**config.mk**
```make
export PLATFORM = sky130hd
export DESIGN_NAME = clgt_div_pipe
export DESIGN_NICKNAME = d
export VERILOG_FILES = /design/src/rtl/clustered_grid_triangle_index_gen_assert.svh /design/src/rtl/clgt_pkg.sv /design/src/rtl/clgt_div_pipe.sv
export SDC_FILE = /design/constraint.sdc
export NUM_CORES = 1
export LEC_CHECK = 0
export BUFFER_PORTS_ARGS = -buffer_cell sky130_fd_sc_hd__buf_2
export CAP_MARGIN = 25
export CORE_ASPECT_RATIO = 1.4
export CORE_MARGIN = 5
export CORE_UTILIZATION = 30
export DETAILED_ROUTE_END_ITERATION = 10
export PLACE_DENSITY = 0.5
export SLEW_MARGIN = 20
export SYNTH_ARGS = -nofsm -noshare
export SYNTH_HDL_FRONTEND = slang
export SYNTH_SLANG_ARGS = --single-unit
```
**constraint.sdc**
```tcl
create_clock -name clk -period 8.15 [get_ports clk]
set_input_delay 1.63 -clock clk [delete_from_list [all_inputs] [get_ports clk]]
set_output_delay 1.63 -clock clk [all_outputs]
set_load 0.1 [all_outputs]
```
**src/rtl/clustered_grid_triangle_index_gen_assert.svh**
```systemverilog
// assertion macros used by the top-level rtl file
// the asserting module provides clk and arst_n
`ifndef CLUSTERED_GRID_TRIANGLE_INDEX_GEN_ASSERT_SVH
`define CLUSTERED_GRID_TRIANGLE_INDEX_GEN_ASSERT_SVH

// same-cycle implication, off during reset
`define CLGT_ASSERT_IMP(lbl, ante, cons, msg) \
	lbl: assert property (@(posedge clk) disable iff (!arst_n) (ante) |-> (cons)) \
		else $error(msg);

// next-cycle implication, off during reset
`define CLGT_ASSERT_NEXT(lbl, ante, cons, msg) \
	lbl: assert property (@(posedge clk) disable iff (!arst_n) (ante) |=> (cons)) \
		else $error(msg);

`endif

```
**src/rtl/clgt_pkg.sv**
```systemverilog
`timescale 1ns / 1ps
package clgt_pkg;

	// index arithmetic wraps at this many bits before the field mask
	localparam int INDEX_BITS = 26;
	localparam int IDX_W      = 26;
	localparam int COORD_W    = 13;
	localparam int VERTS_W    = 9;
	localparam int WIN_W      = 5;
	localparam int CFG_DATA_W = 9;
	localparam int CFG_IDX_W  = 2;

	// derived widths
	localparam int QUO_W   = COORD_W + 1;
	localparam int SPAN_W  = VERTS_W + WIN_W;
	localparam int ROW_W   = QUO_W + WIN_W;
	localparam int TILE_W  = ROW_W + 1;
	localparam int LOCAL_W = 2 * VERTS_W;
	localparam int PROD_W  = TILE_W + LOCAL_W;

	// divider pipeline shape
	localparam int DIV_STEPS_PER_STAGE = 2;
	localparam int DIV_STAGES = (COORD_W + DIV_STEPS_PER_STAGE - 1) / DIV_STEPS_PER_STAGE;

	localparam logic [IDX_W-1:0] IDX_MASK = (INDEX_BITS >= IDX_W) ? {IDX_W{1'b1}} :
		IDX_W'((64'd1 << INDEX_BITS) - 64'd1);

	// register indexes
	typedef enum logic [CFG_IDX_W-1:0] {
		REG_TILE_VERTS_X = 2'd0,
		REG_TILE_VERTS_Z = 2'd1,
		REG_WINDOW_TILES = 2'd2
	} cfg_reg_t;

	typedef struct packed {
		logic [COORD_W-1:0] quad_x;
		logic [COORD_W-1:0] quad_z;
	} quad_t;

	typedef struct packed {
		logic [IDX_W-1:0] idx_first;
		logic [IDX_W-1:0] idx_second;
		logic [IDX_W-1:0] idx_third;
		logic [IDX_W-1:0] idx_fourth;
		logic [IDX_W-1:0] idx_fifth;
		logic [IDX_W-1:0] idx_sixth;
		logic             out_of_range;
	} idx_t;

	typedef struct packed {
		logic [COORD_W-1:0] x;
		logic [COORD_W-1:0] z;
		logic               ok;
	} div_in_t;

	typedef struct packed {
		logic [COORD_W-1:0] tx;
		logic [VERTS_W-1:0] lx;
		logic [COORD_W-1:0] tz;
		logic [VERTS_W-1:0] lz;
		logic               ok;
	} div_out_t;

endpackage

```
**src/rtl/clgt_div_pipe.sv**
```systemverilog
`timescale 1ns / 1ps
// two-lane pipelined restoring divider: x / div_x and z / div_z
module clgt_div_pipe (
	input  logic                         clk,
	input  logic                         arst_n,
	input  logic [clgt_pkg::VERTS_W-1:0] div_x,
	input  logic [clgt_pkg::VERTS_W-1:0] div_z,
	input  logic                         in_valid,
	output logic                         in_ready,
	input  clgt_pkg::div_in_t            in_item,
	output logic                         out_valid,
	input  logic                         out_ready,
	output clgt_pkg::div_out_t           out_item
);
	import clgt_pkg::*;

	// one compare-subtract step: {quotient bit, new remainder}
	function automatic logic [VERTS_W:0] div_step(input logic [VERTS_W-1:0] rem,
			input logic b, input logic [VERTS_W-1:0] d);
		logic [VERTS_W:0] t;
		t = {rem, b};
		if (t >= {1'b0, d}) begin
			return {1'b1, VERTS_W'(t - {1'b0, d})};
		end
		return {1'b0, t[VERTS_W-1:0]};
	endfunction

	logic [DIV_STAGES-1:0] vld_s;
	logic [DIV_STAGES:0]   rdy;
	logic [DIV_STAGES-1:0] pv;

	// stage registers: shifted dividend, quotient, remainder per lane
	logic [COORD_W-1:0] x_s  [DIV_STAGES];
	logic [COORD_W-1:0] z_s  [DIV_STAGES];
	logic [COORD_W-1:0] qx_s [DIV_STAGES];
	logic [COORD_W-1:0] qz_s [DIV_STAGES];
	logic [VERTS_W-1:0] rx_s [DIV_STAGES];
	logic [VERTS_W-1:0] rz_s [DIV_STAGES];
	logic               ok_s [DIV_STAGES];

	logic [COORD_W-1:0] nx  [DIV_STAGES];
	logic [COORD_W-1:0] nz  [DIV_STAGES];
	logic [COORD_W-1:0] nqx [DIV_STAGES];
	logic [COORD_W-1:0] nqz [DIV_STAGES];
	logic [VERTS_W-1:0] nrx [DIV_STAGES];
	logic [VERTS_W-1:0] nrz [DIV_STAGES];
	logic               nok [DIV_STAGES];

	// per-stage ready so bubbles are squeezed out under stall
	always_comb begin
		rdy[DIV_STAGES] = out_ready;
		for (int k = DIV_STAGES - 1; k >= 0; k--) begin
			rdy[k] = !vld_s[k] || rdy[k+1];
		end
	end

	assign pv = {vld_s[DIV_STAGES-2:0], in_valid};

	// steps of each stage
	always_comb begin
		logic [COORD_W-1:0] cx, cz, cqx, cqz;
		logic [VERTS_W-1:0] crx, crz;
		logic [VERTS_W:0]   sx, sz;
		logic               cok;
		for (int k = 0; k < DIV_STAGES; k++) begin
			if (k == 0) begin
				cx  = in_item.x;
				cz  = in_item.z;
				cqx = '0;
				cqz = '0;
				crx = '0;
				crz = '0;
				cok = in_item.ok;
			end else begin
				cx  = x_s[k-1];
				cz  = z_s[k-1];
				cqx = qx_s[k-1];
				cqz = qz_s[k-1];
				crx = rx_s[k-1];
				crz = rz_s[k-1];
				cok = ok_s[k-1];
			end
			for (int s = 0; s < DIV_STEPS_PER_STAGE; s++) begin
				if (k * DIV_STEPS_PER_STAGE + s < COORD_W) begin
					sx  = div_step(crx, cx[COORD_W-1], div_x);
					sz  = div_step(crz, cz[COORD_W-1], div_z);
					crx = sx[VERTS_W-1:0];
					crz = sz[VERTS_W-1:0];
					cqx = {cqx[COORD_W-2:0], sx[VERTS_W]};
					cqz = {cqz[COORD_W-2:0], sz[VERTS_W]};
					cx  = cx << 1;
					cz  = cz << 1;
				end
			end
			nx[k]  = cx;
			nz[k]  = cz;
			nqx[k] = cqx;
			nqz[k] = cqz;
			nrx[k] = crx;
			nrz[k] = crz;
			nok[k] = cok;
		end
	end

	// valid bits
	always_ff @(posedge clk or negedge arst_n) begin
		if (!arst_n) begin
			vld_s <= '0;
		end else begin
			for (int k = 0; k < DIV_STAGES; k++) begin
				if (rdy[k]) begin
					vld_s[k] <= pv[k];
				end
			end
		end
	end

	// payload
	always_ff @(posedge clk) begin
		for (int k = 0; k < DIV_STAGES; k++) begin
			if (rdy[k] && pv[k]) begin
				x_s[k]  <= nx[k];
				z_s[k]  <= nz[k];
				qx_s[k] <= nqx[k];
				qz_s[k] <= nqz[k];
				rx_s[k] <= nrx[k];
				rz_s[k] <= nrz[k];
				ok_s[k] <= nok[k];
			end
		end
	end

	assign in_ready      = rdy[0];
	assign out_valid     = vld_s[DIV_STAGES-1];
	assign out_item.tx   = qx_s[DIV_STAGES-1];
	assign out_item.lx   = rx_s[DIV_STAGES-1];
	assign out_item.tz   = qz_s[DIV_STAGES-1];
	assign out_item.lz   = rz_s[DIV_STAGES-1];
	assign out_item.ok   = ok_s[DIV_STAGES-1];

endmodule

```
* Word-level counts from Yosys, hierarchy flattened
Memories as Yosys holds them, arrays and structs flattened.
Cells that the tools add are included.
** Operators by class
- $add $sub $neg :: 26
- Magnitude comparators :: 26
- Mux-type cells :: 92
- Reduce and logical (&&, ||, !) cells :: 21
** Operators by type and width (count)
- 10-bit two-way mux :: 52
- 10-bit by 9-bit >= comparator with 1-bit output :: 24
- 9-bit subtractor :: 24
- 1-bit two-way mux :: 40
- 1-bit by 9-bit >= comparator with 1-bit output :: 2
- 1-bit by 9-bit subtractor with 9-bit output :: 2
- 1-bit logical AND :: 7
- 1-bit logical NOT :: 7
- 1-bit logical OR :: 7
** Storage, ports and cells
- Flip-flop bits (word level) :: 7
- Memory bits (writable) :: 483
- Output and inout port bits :: 47
- Memories :: 7
** Memories
- qx_s :: depth 7, width 13, read ports 7, clocked after Yosys merged registers in 0, write ports 7, RTL line clgt_div_pipe.sv:35 : logic [COORD_W-1:0] qx_s [DIV_STAGES];
- qz_s :: depth 7, width 13, read ports 7, clocked after Yosys merged registers in 0, write ports 7, RTL line clgt_div_pipe.sv:36 : logic [COORD_W-1:0] qz_s [DIV_STAGES];
- x_s :: depth 7, width 12, read ports 6, clocked after Yosys merged registers in 0, write ports 7, RTL line clgt_div_pipe.sv:33 : logic [COORD_W-1:0] x_s [DIV_STAGES];
- z_s :: depth 7, width 12, read ports 6, clocked after Yosys merged registers in 0, write ports 7, RTL line clgt_div_pipe.sv:34 : logic [COORD_W-1:0] z_s [DIV_STAGES];
- rx_s :: depth 7, width 9, read ports 7, clocked after Yosys merged registers in 0, write ports 7, RTL line clgt_div_pipe.sv:37 : logic [VERTS_W-1:0] rx_s [DIV_STAGES];
- rz_s :: depth 7, width 9, read ports 7, clocked after Yosys merged registers in 0, write ports 7, RTL line clgt_div_pipe.sv:38 : logic [VERTS_W-1:0] rz_s [DIV_STAGES];
- +1 memories

* Depth between registers and ports, before layout
Gate-level depths: netlist of run 1.
- Word-level depth :: 11
- Mapped depth :: 19
- Gate-level depth less buffers :: 17

* Worst setup path after synthesis of run 1
No wires, ideal clock.
- Kind :: input to register
- Start :: input port div_x[1] (netlist name)
- End :: memory rx_s[3][1], data pin
- Arrival time :: 5824 ps
- Setup slack :: 2066 ps
- Stages :: 15
- Path buffers :: 1
- Cell sequence :: inv_1 > fa_1 > a211oi_1 > o21ba_2 > a21oi_1 > nor4_4 > mux2_2 > ha_1 > a21o_1 > a21oi_1 > a21oi_1 > o21a_1 > or3_1 > buf_2 > mux2_2
** RTL lines
- start: declaration :: RTL line clgt_div_pipe.sv:6 : input logic [clgt_pkg::VERTS_W-1:0] div_x,
- end: declaration :: RTL line clgt_div_pipe.sv:37

==> results by group, run 1 <==
Timing
  • Post-route setup TNS: 0 ns
  • Worst hold slack: between 0.4 and 0.5 ns
  • Final Hold Viols: 0
  • Crit share post-route: 0.765
  • Tmin final: ~6.2 ns
  • Number of setup violations in the final report: 0
  • Final worst slack: about 1.9 ns
  • RSZ-0062 raised after global routing: no
  • Max Slew Vio Count: 0
  • Worst slew pin tran: about 0.94 ns
  • Final setup skew: about 0.021 ns
  • FMAX: about 160 MHz
  • Slew margin rel.: 0.373

Final layout
  • Area grow syn2layout: 14.1%
  • Post-Route Utilization: 0.344
  • Share of cells above drive strength 1: 0.174
  • Sequential Area: between 0.009 and 0.01 mm^2
  • Cell area after layout: around 0.025 mm^2
  • Final Net Count: approximately 2300
  • Fillers: 7116
  • Diodes inserted: 0
  • Multi-input combinational cell area: around 0.011 mm^2
  • Most common cell after layout, fill and taps aside: edfxtp_1
  • Most frequent cells in the layout: edfxtp_1, ha_1, nor2_1

Synth
  • Top cell type's share of synthesized area: 0.439
  • Synth Area in Compound Gates: 0.134
  • Post-synth EDFFs: 315
  • Top FF cell, synth: edfxtp_1
  • Async SR Flop Fraction: 0.0217
  • Synth cell types: slightly below 80
  • Flip-flop and latch count after synthesis: 322
  • Synth Area in Adders: 0.150
  • Post-Synth Simple-Gate Area: 0.103
  • Dominant cells by area after synthesis: edfxtp_1, ha_1, mux2_2, xnor2_1, o21ai_0
  • Xor/xnor cell area share of the yosys netlist: 0.0525
  • Post-Syn Area: around 0.022 mm^2
  • Post-synthesis mux area share: 0.0886
  • Post-synth top area cell: edfxtp_1
  • Largest family of logic cells by synthesized area: adder cells
  • Cells after synthesis: ~1900
  • Mean post-synth cell area: around 12 um^2
  • Synth warn: 0
  • Seq/Total Area, Yosys: 0.447
  • Syn Nets: ~2200

CTS
  • Clock Path Buffers: 3
  • Clock sink count: between 300 and 400
  • Post-CTS Setup Bufs: 0
  • Worst-path clk slew: ~0.06 ns
  • Resize count post-CTS: 0
  • CTS tree: done
  • Clock Latency Late Sink: roughly 0.58 ns
  • Hold Buf Count CTS: 0
  • H-tree lvl count: 2
  • CTS buffer count: 38
  • Clock root cell: clkbuf_16

Die
  • Width of the die: ~240 um
  • Starting Density: 0.301
  • CORE AREA: 0.0714 mm^2
  • Boundary pin count: 96
  • Die height: 327 um
  • Die ar.: ~0.077 mm^2
  • Cell Rows: between 100 and 150

Drt
  • Antenna viol nets, final: 0
  • WL/cell: 19.2 um
  • Initial DRC count: between 700 and 800
  • Remaining DRCs: 0
  • Via count: around 15000
  • Vias/cell: just over 5
  • Drt pass-1 iters: 5
  • Final wirelength: between 50000 and 60000 um

Global routing
  • Via count of the first global-routing pass: about 16000
  • First-pass GRT wire length: between 80000 and 90000 um
  • Initial antenna violation count: 0
  • Largest net degree at the start of global routing: 46
  • All-Layer GR Usage: 0.143
  • GR Overflow Total: 0

Power and ir drop
  • Combinational share of power: 0.584
  • Leak Pwr: between 9 and 10 nW
  • Net Sw Power: approximately 4.7 mW
  • P_int: 6.61 mW
  • Maximum vdd drop: 142 uV
  • Switching Fraction: 0.416
  • Pwr dens: 461 mW/mm^2
  • Flop pwr share: 0.262
  • Clock Power Share: 0.154

Worst setup path
  • Reg2reg path depth: 15
  • Worst setup startpoint: div_z[1]
  • Critical path required time: roughly 8.5 ns
  • CP Data Arrival Time: between 6 and 7 ns
  • Worst reg2reg startpoint: z_s[1][11]$_DFFE_PP_
  • Worst Setup Path Type: primary input to register
  • R2r setup slk: approximately 3 ns
  • CP Capture Type: register
  • Largest fanout on the critical path: 14
  • Critical path startpoint category: primary input

Place
  • Post-DP Area: approximately 0.023 mm^2
  • Post-DP HPWL: around 41000 um
  • PortBufs: 95
  • Placer Congestion: between 0.8 and 0.9
  • Dpl ws: 1.31 ns

Outcome
  • Outcome: finished, final reports clean

Hold path
  • WHS Path Cells: 0
  • Hold Crit Class: register to register
  • Min-delay src: qx_s[5][5]$_DFFE_PP_

Run
  • Max_cap viols: 0
[registers in the layout, summed over array words and instances (netlist names)]
signal / count
rx_s: 63
rz_s: 63
qx_s: 55
qz_s: 55
x_s: 36
z_s: 36
ok_s: 7
vld_s: 7
[logic make-up after synthesis]
family,Yosys count
compound gates,431
simple gates,430
flops,322
fa+ha+maj,244
mux,170
buf+inv,133
xor+xnor,129
[through the flow]
stage | std cells | power [mW]
6_report | 2975 | 11.3
5_1_grt | 2975 | 12.1
4_1_cts | 2975 | 11.4
3_5_place_dp | 2906 | 9.59
3_3_place_gp | 2906 | 9.52
2_1_floorplan | 1859 | 8.22
[Yosys cell counts (8+ instances only)]
master	n
o21bai_1	18
o41ai_1	13
fa_1	24
and3_1	13
nor4_1	12
nand3_1	21
nand2b_1	19
o31ai_1	19
a21o_1	44
and2_1	11
xor2_1	41
o21ai_0	104
edfxtp_1	315
mux2i_1	26
o21a_1	24
a31oi_1	8
nor2b_1	46
a21oi_1	101
xnor2_1	88
nor3_1	41
nor2_1	130
or2_2	9
nand4_1	31
a211oi_1	25
inv_1	118
o31a_1	8
nand2_1	61
mux2_2	129
or3_1	10
ha_1	220
mux2_1	8
[power groups by stage]
stage / Combinational [mW] / Clock [mW] / Sequential (mW)
2_1_floorplan: 4.78 / 0 / 3.44
3_3_place_gp: 6.51 / 0 / 3.00
3_5_place_dp: 6.59 / 0 / 3.01
4_1_cts: 6.64 / 1.82 / 2.98
5_1_grt: 7.24 / 1.87 / 3.01
6_report: 6.61 / 1.74 / 2.96
[final timing paths]
check | endpoint
max | rz_s[2][5]$_DFFE_PP_
min reg2reg | qx_s[6][6]$_DFFE_PP_
max in group asynchronous | vld_s[2]$_DFFE_PN0P_
min in group asynchronous | vld_s[6]$_DFFE_PN0P_
min | qx_s[6][6]$_DFFE_PP_
max reg2reg | rz_s[2][5]$_DFFE_PP_
[area by class of cell]
type,instances,share of cell area
clock buffers,44,0.0396
clock inverters,25,0.0115
inverters,118,0.0180
multi-input cells,1404,0.464
flip-flops and latches,322,0.392
well taps,944,0.0481
repair buffers,118,0.0264
[layer usage]
metal	GRT usage	part of all wire	up-vias	wire length [um]
met5	0	0	-	0
met4	0.0539	0.036	0	2030
met3	0.0200	0.031	94	1750
met2	0.276	0.54	264	30500
met1	0.157	0.40	7398	22700
li1	-	-	7349	-
[critical path: stages]
cell and delay (ns):
buf_2 0.14, inv_1 0.22, buf_4 0.28, fa_1 0.48
a211oi_1 0.40, o211ai_1 0.18, a21oi_1 0.75, o21ai_0 0.36
fa_1 0.52, a21o_1 0.18, a21o_1 0.18, a41oi_1 0.17
o21ai_0 0.14, a221o_1 0.56, mux2_2 0.34
No activity file was read; power rests on OpenSTA's default activity.
==> run 2: changes to the inputs <==
--- a/config.mk
+++ b/config.mk
@@ -11,7 +11,7 @@
 export CORE_MARGIN = 5
 export CORE_UTILIZATION = 30
 export DETAILED_ROUTE_END_ITERATION = 10
-export PLACE_DENSITY = 0.5
+export PLACE_DENSITY = 0.51
 export SLEW_MARGIN = 20
 export SYNTH_ARGS = -nofsm -noshare
 export SYNTH_HDL_FRONTEND = slang
==> constraint.sdc (replaced) <==
create_clock -name clk -period 5.4 [get_ports clk]
set_input_delay 1.08 -clock clk [delete_from_list [all_inputs] [get_ports clk]]
set_output_delay 1.08 -clock clk [all_outputs]
set_load 0.1 [all_outputs]
==> run 2 against run 1 <==
Compared with the run above: global-route usage grew 0.63 points; critical path depth grew 1; flip-flop and latch count stayed put; non-clock buffer count rose by 174; combinational power increased by 68%; routed wire length increased by 3.1%.
==> results by group, run 2 (synthesis results as in run 1) <==
Hold path
  • Hold Crit Class: primary input to asynchronous set/reset pin

Place
  • PortBufs: 95 (unchanged)
  • Placer Congestion: 0.896 (+0.80%)
  • Post-DP HPWL: 44800 um (+7.9%)

Timing
  • FMAX: 202 MHz
  • Worst hold slack: 0.349 ns (-0.0658 ns)
  • Final setup skew: 0.0226 ns (+0.00183 ns)
  • Number of setup violations in the final report: 0 (unchanged)
  • Max Slew Vio Count: 0 (unchanged)
  • Tmin final: between 4 and 5 ns
  • Slew margin rel.: 0.319 (-0.0540)
  • RSZ-0062 raised after global routing: no
  • Worst slew pin tran: 1.02 ns (+0.0810 ns)
  • Final Hold Viols: 0 (unchanged)
  • Crit share post-route: 0.915

Drt
  • Final wirelength: 58800 um (+3.1%)
  • WL/cell: 18.7 um (-2.7%)
  • Vias/cell: 5.00 (-1.5%)
  • Drt pass-1 iters: 5 (unchanged)
  • Via count: 15800 (+4.3%)
  • Initial DRC count: 737 (unchanged)
  • Remaining DRCs: 0 (unchanged)
  • Antenna viol nets, final: 0 (unchanged)

Final layout
  • Multi-input combinational cell area: 0.0114 mm^2 (+0.22%)
  • Most common cell after layout, fill and taps aside: edfxtp_1
  • Sequential Area: 0.00963 mm^2 (unchanged)
  • Largest registers: rx_s (63), rz_s (63)
  • Share of cells above drive strength 1: 0.243 (+0.0690)
  • Final Net Count: 2470 (+7.6%)
  • Area grow syn2layout: 20.8%
  • Fillers: 7034 (-1.2%)
  • Diodes inserted: 0 (unchanged)
  • Most frequent cells in the layout: edfxtp_1, ha_1, buf_4
  • Post-Route Utilization: 0.364 (+0.0203)

Worst setup path
  • Slowest stage cell on the critical path: a221o_1
  • Worst Setup Path Type: primary input to register
  • Largest fanout on the critical path: 10 (-4)
  • Max stage delay on crit path: 0.57 ns (-0.18 ns)
  • CP Data Arrival Time: 5.25 ns (-1.30 ns)
  • Worst-path cell chain: buf_2, clkinvlp_4, fa_1, a211oi_1, o21ai_0, o221ai_1, nor2b_1, buf_4, mux2_2, ha_1, a21o_1, a21o_1, a41oi_1, o21ai_0, a221o_1, mux2_2
  • Critical path startpoint category: primary input
  • CP Capture Type: register
  • Critical path required time: 5.71 ns (-2.76 ns)

Global routing
  • Largest net degree at the start of global routing: 46 (unchanged)
  • GR Overflow Total: 0 (unchanged)
  • First-pass GRT wire length: 91900 um (+5.1%)
  • Initial antenna violation count: 1 (+1)
  • All-Layer GR Usage: 0.149 (+0.00627)
  • Via count of the first global-routing pass: 16800 (+5.6%)

Outcome
  • Outcome: finished, final reports clean

CTS
  • Post-CTS Setup Bufs: 0 (unchanged)
  • Clock Latency Late Sink: 0.58 ns (about the same)
  • Hold Buf Count CTS: 0 (unchanged)
  • H-tree lvl count: 2 (unchanged)
  • Clock sink count: 322 (unchanged)
  • Clock root cell: clkbuf_16
  • Clock Path Buffers: 3 (unchanged)
  • Resize count post-CTS: 0 (unchanged)
  • CTS tree: done
  • Worst-path clk slew: 0.06 ns (about the same)
  • CTS buffer count: 39 (+2.6%)

Die
  • Boundary pin count: 96 (unchanged)
  • Width of the die: 236 um (unchanged)
  • CORE AREA: 0.0714 mm^2 (unchanged)
  • Starting Density: 0.301 (unchanged)
  • Cell Rows: 116 (unchanged)
  • Die height: 327 um (unchanged)
  • Die ar.: 0.0773 mm^2 (unchanged)

Power and ir drop
  • Overall power: 18.2 mW (+60%)
  • Pwr dens: 698 mW/mm^2 (+52%)
  • Maximum vdd drop: 232 uV (+63%)
  • Leak Pwr: 10.5 nW (+9.2%)

Run
  • Max_cap viols: 0 (unchanged)
## run 2: cell types whose count changed in the layout (fill, tap and decap cells not counted), sizes merged
cell / previous run / this run
clkinv: 14 / 17
clkinvlp: 5 / 3
buf: 118 / 292
clkbuf: 44 / 45
## run 2: cell type report
class                           count  share of cell area
Multi-Input combinational cell   1404               0.439
Sequential cell                   322               0.370
Timing Repair Buffer              292              0.0800
Tap cell                          944              0.0454
Clock buffer                       45              0.0384
Inverter                          118              0.0173
Clock inverter                     26             0.00924
## run 2: per-stage QoR
| stage | setup slack [ns] | instances | setup TNS (ns) | area [um^2] |
|---|---|---|---|---|
| global placement | -0.186 | 3080 | -2.81 | 24800 |
| global route | 0.261 | 3151 | 0 | 26000 |
| floorplan | 0.00770 | 1859 | 0 | 21600 |
| CTS | 0.411 | 3151 | 0 | 26000 |
| finish | 0.458 | 3151 | 0 | 26000 |
| detailed placement | -0.191 | 3080 | -3.92 | 24800 |
## run 2: report_power, final
part           switching (mW)  total, mW  leakage [nW]  internal [mW]
logic                    5.87       11.1          6.78           5.21
registers               0.363       4.46          3.14           4.10
clock network            1.09       2.61         0.615           1.52
## run 2: per-layer routing
metal	up-vias	global-route usage	wire length, um
met5	-	0	0
met2	311	0.280	31000
met1	7615	0.167	23400
met3	126	0.0221	1930
li1	7701	-	-
met4	0	0.0635	2500
## run 2: final timing paths
check / endpoint / slack [ns] / depth (start not counted) / from
max reg2reg: rx_s[1][4]$_DFFE_PP_ / 0.63 / 17 / x_s[0][11]$_DFFE_PP_
max: rx_s[1][4]$_DFFE_PP_ / 0.46 / 16 / div_x[1]
min in group clk: x_s[4][11]$_DFFE_PP_ / 0.40 / 0 / x_s[3][9]$_DFFE_PP_
min: vld_s[6]$_DFFE_PN0P_ / 0.35 / 1 / arst_n
min reg2reg: x_s[4][11]$_DFFE_PP_ / 0.40 / 0 / x_s[3][9]$_DFFE_PP_
max in group asynchronous: vld_s[0]$_DFFE_PN0N_ / 4.88 / 1 / arst_n
## run 2: critical path, delay by kind of cell
| family | cells | cell delay (ns) |
|---|---|---|
| mux | 2 | 0.71 |
| buf+inv | 3 | 0.51 |
| compound gates | 8 | 1.95 |
| simple gates | 1 | 0.23 |
| fa+ha+maj | 2 | 0.76 |
